`config.mk`:
```
export PLATFORM = sky130hd
export DESIGN_NAME = segint_div_cell
export DESIGN_NICKNAME = d
export VERILOG_FILES = /design/src/design/segint_pkg.sv /design/src/design/segint_div_cell.sv
export SDC_FILE = /design/constraint.sdc
export NUM_CORES = 1
export LEC_CHECK = 0
export BUFFER_PORTS_ARGS = -buffer_cell sky130_fd_sc_hd__buf_4
export CAP_MARGIN = 20
export CORE_AREA = 3 3 212 214
export CTS_CLUSTER_DIAMETER = 120
export DETAILED_ROUTE_END_ITERATION = 8
export DIE_AREA = 0 0 215 217
export PLACE_DENSITY_LB_ADDON = 0.05
export SKIP_LAST_GASP = 1
export SLEW_MARGIN = 40
export SYNTH_ARGS = -nofsm -noshare
export SYNTH_HDL_FRONTEND = slang
export SYNTH_SLANG_ARGS = --single-unit
```
`constraint.sdc`:
```
create_clock -name clock -period 3.3 [get_ports clock]
set_input_delay 0 -clock clock [delete_from_list [all_inputs] [get_ports clock]]
set_output_delay 0 -clock clock [all_outputs]
set_load 0.01 [all_outputs]
```
`src/design/segint_pkg.sv`:
```
`timescale 1ns / 1ps
// Package for the segment intersection block.
// Holds the control group that steps the divider cells; no dependencies.
package segint_pkg;

   typedef struct packed {
      logic enable;
      logic valid;
   } segint_ctl_type;

endpackage

```
`src/design/segint_div_cell.sv`:
```
`timescale 1ns / 1ps
// One restoring division step for the x and y quotients of one transaction.
// Depends on segint_pkg for the control group.
module segint_div_cell #(
   parameter int DMW = 35,
   parameter int QW  = 17,
   parameter int PW  = 131
) (
   input  logic                    clock,
   input  logic                    reset,
   input  segint_pkg::segint_ctl_type ctl_i,
   input  logic [DMW-1:0]          d_i,
   input  logic [DMW-1:0]          rem_x_i,
   input  logic [QW-1:0]           nq_x_i,
   input  logic [DMW-1:0]          rem_y_i,
   input  logic [QW-1:0]           nq_y_i,
   input  logic [PW-1:0]           side_i,
   output logic                    valid_o,
   output logic [DMW-1:0]          d_o,
   output logic [DMW-1:0]          rem_x_o,
   output logic [QW-1:0]           nq_x_o,
   output logic [DMW-1:0]          rem_y_o,
   output logic [QW-1:0]           nq_y_o,
   output logic [PW-1:0]           side_o
);
   import segint_pkg::*;

   logic           valid_ff;
   logic [DMW-1:0] d_ff, rem_x_ff, rem_y_ff, rem_x_in, rem_y_in;
   logic [QW-1:0]  nq_x_ff, nq_y_ff, nq_x_in, nq_y_in;
   logic [PW-1:0]  side_ff;
   logic [DMW:0]   tx, ty, dd;
   logic           gex, gey;

   always_comb begin
      dd = {1'b0, d_i};
      tx = {rem_x_i, nq_x_i[QW-1]};
      ty = {rem_y_i, nq_y_i[QW-1]};
      gex = tx >= dd;
      gey = ty >= dd;
      rem_x_in = gex ? DMW'(tx - dd) : tx[DMW-1:0];
      rem_y_in = gey ? DMW'(ty - dd) : ty[DMW-1:0];
      nq_x_in = {nq_x_i[QW-2:0], gex};
      nq_y_in = {nq_y_i[QW-2:0], gey};
   end

   always_ff @(posedge clock) begin
      if (reset) begin
         valid_ff <= 1'b0;
      end else if (ctl_i.enable) begin
         valid_ff <= ctl_i.valid;
      end
   end

   always_ff @(posedge clock) begin
      if (ctl_i.enable) begin
         d_ff     <= d_i;
         rem_x_ff <= rem_x_in;
         rem_y_ff <= rem_y_in;
         nq_x_ff  <= nq_x_in;
         nq_y_ff  <= nq_y_in;
         side_ff  <= side_i;
      end
   end

   assign valid_o = valid_ff;
   assign d_o     = d_ff;
   assign rem_x_o = rem_x_ff;
   assign rem_y_o = rem_y_ff;
   assign nq_x_o  = nq_x_ff;
   assign nq_y_o  = nq_y_ff;
   assign side_o  = side_ff;

endmodule

```
; ---- Word level (Yosys, flattened, before mapping)
; Cells that the tools add are included.
[op_classes]
n_lt_le_gt_ge = 2
multipliers = 0
muxes = 2
bitwise = 0
n_reduce_logical = 0
shift = 0
n_eq_ne = 0
n_div = 0
add_sub_neg = 2
[ops]
columns = op, count
row1 = $ge 36x35->1, 2
row2 = $mux 35, 2
row3 = $sub 35x35->35, 2
[word_totals]
out_inout_bits = 271
inputBits = 274
latchBits = 0
ramBits = 0
mem_count = 0
romBits = 0
word_cells = 13
register_bits = 271

; ---- Logic depth before layout (Yosys ltp)
[depth]
ltp_word = 2
mapped_depth = 13

; ---- Worst setup path before layout
; OpenSTA, ideal clock, no wires.
[synth_path]
kind = input-to-reg
from = input port nq_y_i[16]
to = register rem_y_ff[27], in the netlist rem_y_o[27] (data pin)
setup_slack_ps = 673
arrival_time_ps = 2365
path_buffers = 2
stages = 12
required_ps = 3038
cell_sequence = inv_1 > ha_1 > fa_1 > nand2b_1 > a211oi_1 > o2111ai_1 > a211oi_1 > o31a_1 > or2_1 > buf_4 > buf_6 > mux2_1
[synth_via]
elab_chain_len = 2
[synth_rtl]
columns = element, line
row1 = start: declaration, segint_div_cell.sv:16  ; input logic [QW-1:0] nq_y_i,
row2 = $sub 35x35->35 / $ge 36x35->1 (equally long branches), "segint_div_cell.sv:42, segint_div_cell.sv:40"
row3 = $mux 35 (*), segint_div_cell.sv:42  ; rem_y_in = gey ? DMW'(ty - dd) : ty[DMW-1:0];
row4 = net rem_y_in[27], segint_div_cell.sv:29  ; logic [DMW-1:0] d_ff, rem_x_ff, rem_y_ff, rem_x_in, rem_y_in;
row5 = end signal: assignment, segint_div_cell.sv:59  ; rem_y_ff <= rem_y_in;
row6 = end: declaration, segint_div_cell.sv:29
; The timed path passes the listed nets; every way through them passes the cells marked *.
; A chain may end at the register's enable or synchronous reset.

; ---- Worst setup path in the final report
[layout_path]
from = input port d_i[0]
to = register rem_y_ff[30], in the netlist rem_y_o[30] (data pin)
[layout_via]
elab_chain_len = 2
[layout_rtl]
columns = element, line
row1 = start: declaration, segint_div_cell.sv:12  ; input logic [DMW-1:0] d_i,
row2 = $sub 35x35->35 / $ge 36x35->1 (equally long branches), "segint_div_cell.sv:42, segint_div_cell.sv:40"
row3 = $mux 35 (*), segint_div_cell.sv:42
row4 = net rem_y_in[30], segint_div_cell.sv:29
; Marks and branches as above.

==> impl_metrics.csv <==
group,metric,value,unit
setup_path,crit_cells,13,
job,cap_violations,0,
power_and_ir_drop,p_clk_frac,0.337,
power_and_ir_drop,switching_power,2.874,mW
cells_and_area,area_growth,65.90,%
floorplanning,die_x,215,µm
grt,grt_util_all_layers,0.2182,
yosys,synthFlopType,"edfxtp_1",
cells_and_area,fillCellCount,3874,
setup_path,worstSetupEndpointType,"register",
route,first_pass_iters,5,
yosys,ys_seq_area_frac,0.6200,
route,drt-initial-drc-count,733,
clocking,path_clk_slew,50,ps
hold_path,hold_class,"input port to register",
timing,finClkSkew,0,ps
power_and_ir_drop,power_density,477.6,mW/mm²
route,vias_per_cell,4.677,
clocking,worstSkewPairLatency,540,ps
floorplanning,start_util,0.3043,
yosys,yosysWarnings,0,
yosys,synthArstFlopShare,0,
yosys,synth_edf_count,270,
timing,finalCritPeriodShare,0.9396,
setup_path,crit_chain,"dlygate4sd3_1, buf_4, ha_1, fa_1, nand2b_1, a211oi_1, o2111ai_2, a2111oi_2, buf_4, o21ai_1, o21ai_0, xnor2_1, mux2_1",
clocking,cts_root_buffer,"clkbuf_16",
place,hpwlAfterDp,40.80,mm
hold_path,hold_depth,5,
place,place.port_buffers,544,
clocking,htree_num_levels,2,
power_and_ir_drop,p_leak,9.219,nW
outcome,run_status,"finished clean",
yosys,syn_area,0.01311,mm²
clocking,cts_buffers,35,
timing,timing.slew.headroom,0.5686,
place,post_dp_cell_area,0.01795,mm²
route,wire_per_inst,20.99,µm
clocking,post_cts_buffers,0,
setup_path,critPathMaxFanout,3,
timing,hold_slack,129.1,ps
setup_path,crit_type,"input port to register",
route,drc,0,
timing,period_needed,3101,ps
yosys,synth.avg_cell_area,12.57,µm²
grt,grt_max_degree,94,
power_and_ir_drop,seq_power_share,0.415,
setup_path,cp.required,3580,ps
setup_path,start_kind,"input port",
yosys,postSynthNetCount,1389,
power_and_ir_drop,internal_power,7.513,mW
grt,grt-ovfl-total,0,
cells_and_area,final_area,0.02175,mm²
setup_path,worst-endpoint-arrival,3380,ps
setup_path,cp_slowest_cell,"dlygate4sd3_1",
timing,finalSetupViolations,0,
grt,antenna_found_initial,4,
floorplanning,row_count,76,
timing,drv_slew,0,
route,drt-total-wl,52.31,mm
cells_and_area,fin_nets,2227,
floorplanning,core_region_area,0.04308,mm²
floorplanning,io_pins,545,
clocking,cts_sinks,271,
timing,tightest_slew,642.2,ps
power_and_ir_drop,swShare,0.2767,
setup_path,reg2reg_depth,3,
grt,grt_pass1_vias,11930,
timing,clock.fmax,322.5,MHz
yosys,synthCells,1043,
setup_path,cpLargestDelayFamily,"compound AO/OA/AOI/OAI gates",
floorplanning,die_h,217,µm
setup_path,slowest_delay,540,ps
power_and_ir_drop,max-vdd-ir-drop,346.5,µV
setup_path,cp_num_buf_inv,3,
power_and_ir_drop,combPwrFrac,0.248,
setup_path,path_common_cell,"buf_4",
yosys,ys_ff_latch,271,
grt,grt_pass1_wl,77.07,mm
route,ant_nets,0,
place,routabilityCongestion,0.8596,
yosys,synth_cell_type_count,77,
cells_and_area,drive_gt1_frac,0.3339,
clocking,cts_buffer_depth,3,
floorplanning,dieArea,0.04666,mm²
route,num_vias,11650,
clocking,cts_tree,"yes",
timing,hold_viol,0,
## layout make-up
cell class / count / area (µm²) / share of cell area
flip-flops and latches: 271 / 8128 / 0.3737
repair buffers: 840 / 7099 / 0.3264
multi-input cells: 677 / 4529 / 0.2083
clock buffers: 41 / 898.4 / 0.04131
well taps: 585 / 732.0 / 0.03366
inverters: 56 / 210.2 / 0.009666
clock inverters: 20 / 145.1 / 0.006674
diodes: 2 / 5.005 / 0.0002301
## through the flow
stage | power (mW) | instances | setup WS (ps) | setup TNS [ps] | util
after global routing | 10.91 | 2492 | -59.72 | -59.72 | 0.5049
after detailed placement | 6.670 | 2157 | 226.8 | 0 | 0.4168
after CTS | 10.57 | 2488 | 235.9 | 0 | 0.5037
after global placement | 6.679 | 2157 | 265.2 | 0 | 0.4168
after floorplan | 5.424 | 1043 | 672.7 | 0 | -
final | 10.39 | 2492 | 199.2 | 0 | 0.5049
## registers in the layout (all words and copies together), names as in the netlist
name / cells
nq_y_o: 17
side_o: 131
rem_x_o: 35
d_o: 35
valid_o: 1
nq_x_o: 17
rem_y_o: 35
## routing by layer
| metal | wire length [µm] | global-route usage | vias up |
|---|---|---|---|
| met5 | 25 | 0 | - |
| met4 | 1352 | 0.06764 | 4 |
| met3 | 3487 | 0.05473 | 70 |
| met2 | 26540 | 0.3854 | 397 |
| met1 | 20900 | 0.2629 | 5573 |
| li1 | - | - | 5610 |
## placed cells by master (no fill, tap or decap), types with 8 or more instances in the layout
| master | count |
|---|---|
| a21o_1 | 21 |
| a21oi_1 | 97 |
| a31oi_1 | 11 |
| buf_4 | 560 |
| clkbuf_16 | 35 |
| clkinv_2 | 8 |
| dlygate4sd3_1 | 271 |
| edfxtp_1 | 270 |
| ha_1 | 70 |
| inv_1 | 56 |
| nand2_1 | 90 |
| nand2b_1 | 13 |
| nand3_1 | 26 |
| nand4_1 | 20 |
| nor2_1 | 64 |
| nor3_1 | 13 |
| o211ai_1 | 9 |
| o21a_1 | 9 |
| o21ai_0 | 41 |
| o21ai_1 | 24 |
| o21bai_1 | 10 |
| xnor2_1 | 31 |
| xor2_1 | 25 |
## synthesized netlist by cell type (all sizes together), types with 7 or more instances
master    n  share of area
edfxtp  270           0.62
clkbuf   11         0.0041
o21ai    66          0.026
a31oi    11         0.0052
nor3     14         0.0057
xnor2    31          0.021
nor2     64          0.018
nand3    26         0.0099
nand2    91          0.026
o21bai   11         0.0072
buf      28          0.015
nor2b     7         0.0033
xor2     25          0.017
o211ai    9         0.0052
mux2      9         0.0077
ha       70          0.067
o21a      9         0.0052
nand2b   13         0.0062
a21o     21          0.012
inv      56          0.016
nand4    20         0.0095
a21oi    97          0.037
## worst min-delay path, delay by kind of cell
kind / cells / cell delay, ps
AND/OR/NAND/NOR: 1 / 50
AO/OA/AOI/OAI: 3 / 340
buffers and inverters: 1 / 100
## what timing repair did
item                                   in CTS  in global routing
hold buffers                              270                  1
endpoints found under the hold margin     269                 26
setup endpoints to repair                   0                  1
resized for setup                           0                  1
## kinds of logic after synthesis
group	share of synthesized area
AOI/OAI and AO/OA	0.1314
DFF	0.6200
and+or+nand+nor	0.09631
xor gates and xnor gates	0.03742
buffers and inverters	0.03493
adders and majority gates	0.06987
muxes	0.01002
## power by group through the flow
| stage | sequential, mW | clock [mW] | combinational (mW) |
|---|---|---|---|
| after detailed placement | 4.38 | 0 | 2.29 |
| after global routing | 4.34 | 3.77 | 2.79 |
| after global placement | 4.37 | 0 | 2.30 |
| final | 4.31 | 3.50 | 2.57 |
| after CTS | 4.31 | 3.66 | 2.59 |
| after floorplan | 4.56 | 0 | 0.862 |
## path summary, 6_finish.rpt
kind | end | from | slack (ps)
worst min register to register | valid_o | valid_o | 1050
worst max-delay path | rem_y_o[30] | d_i[0] | 200
worst min-delay path | rem_y_o[31] | rem_y_i[34] | 130
worst max register to register | valid_o | valid_o | 2150
Note: power is estimated with default switching activity, not from simulation.
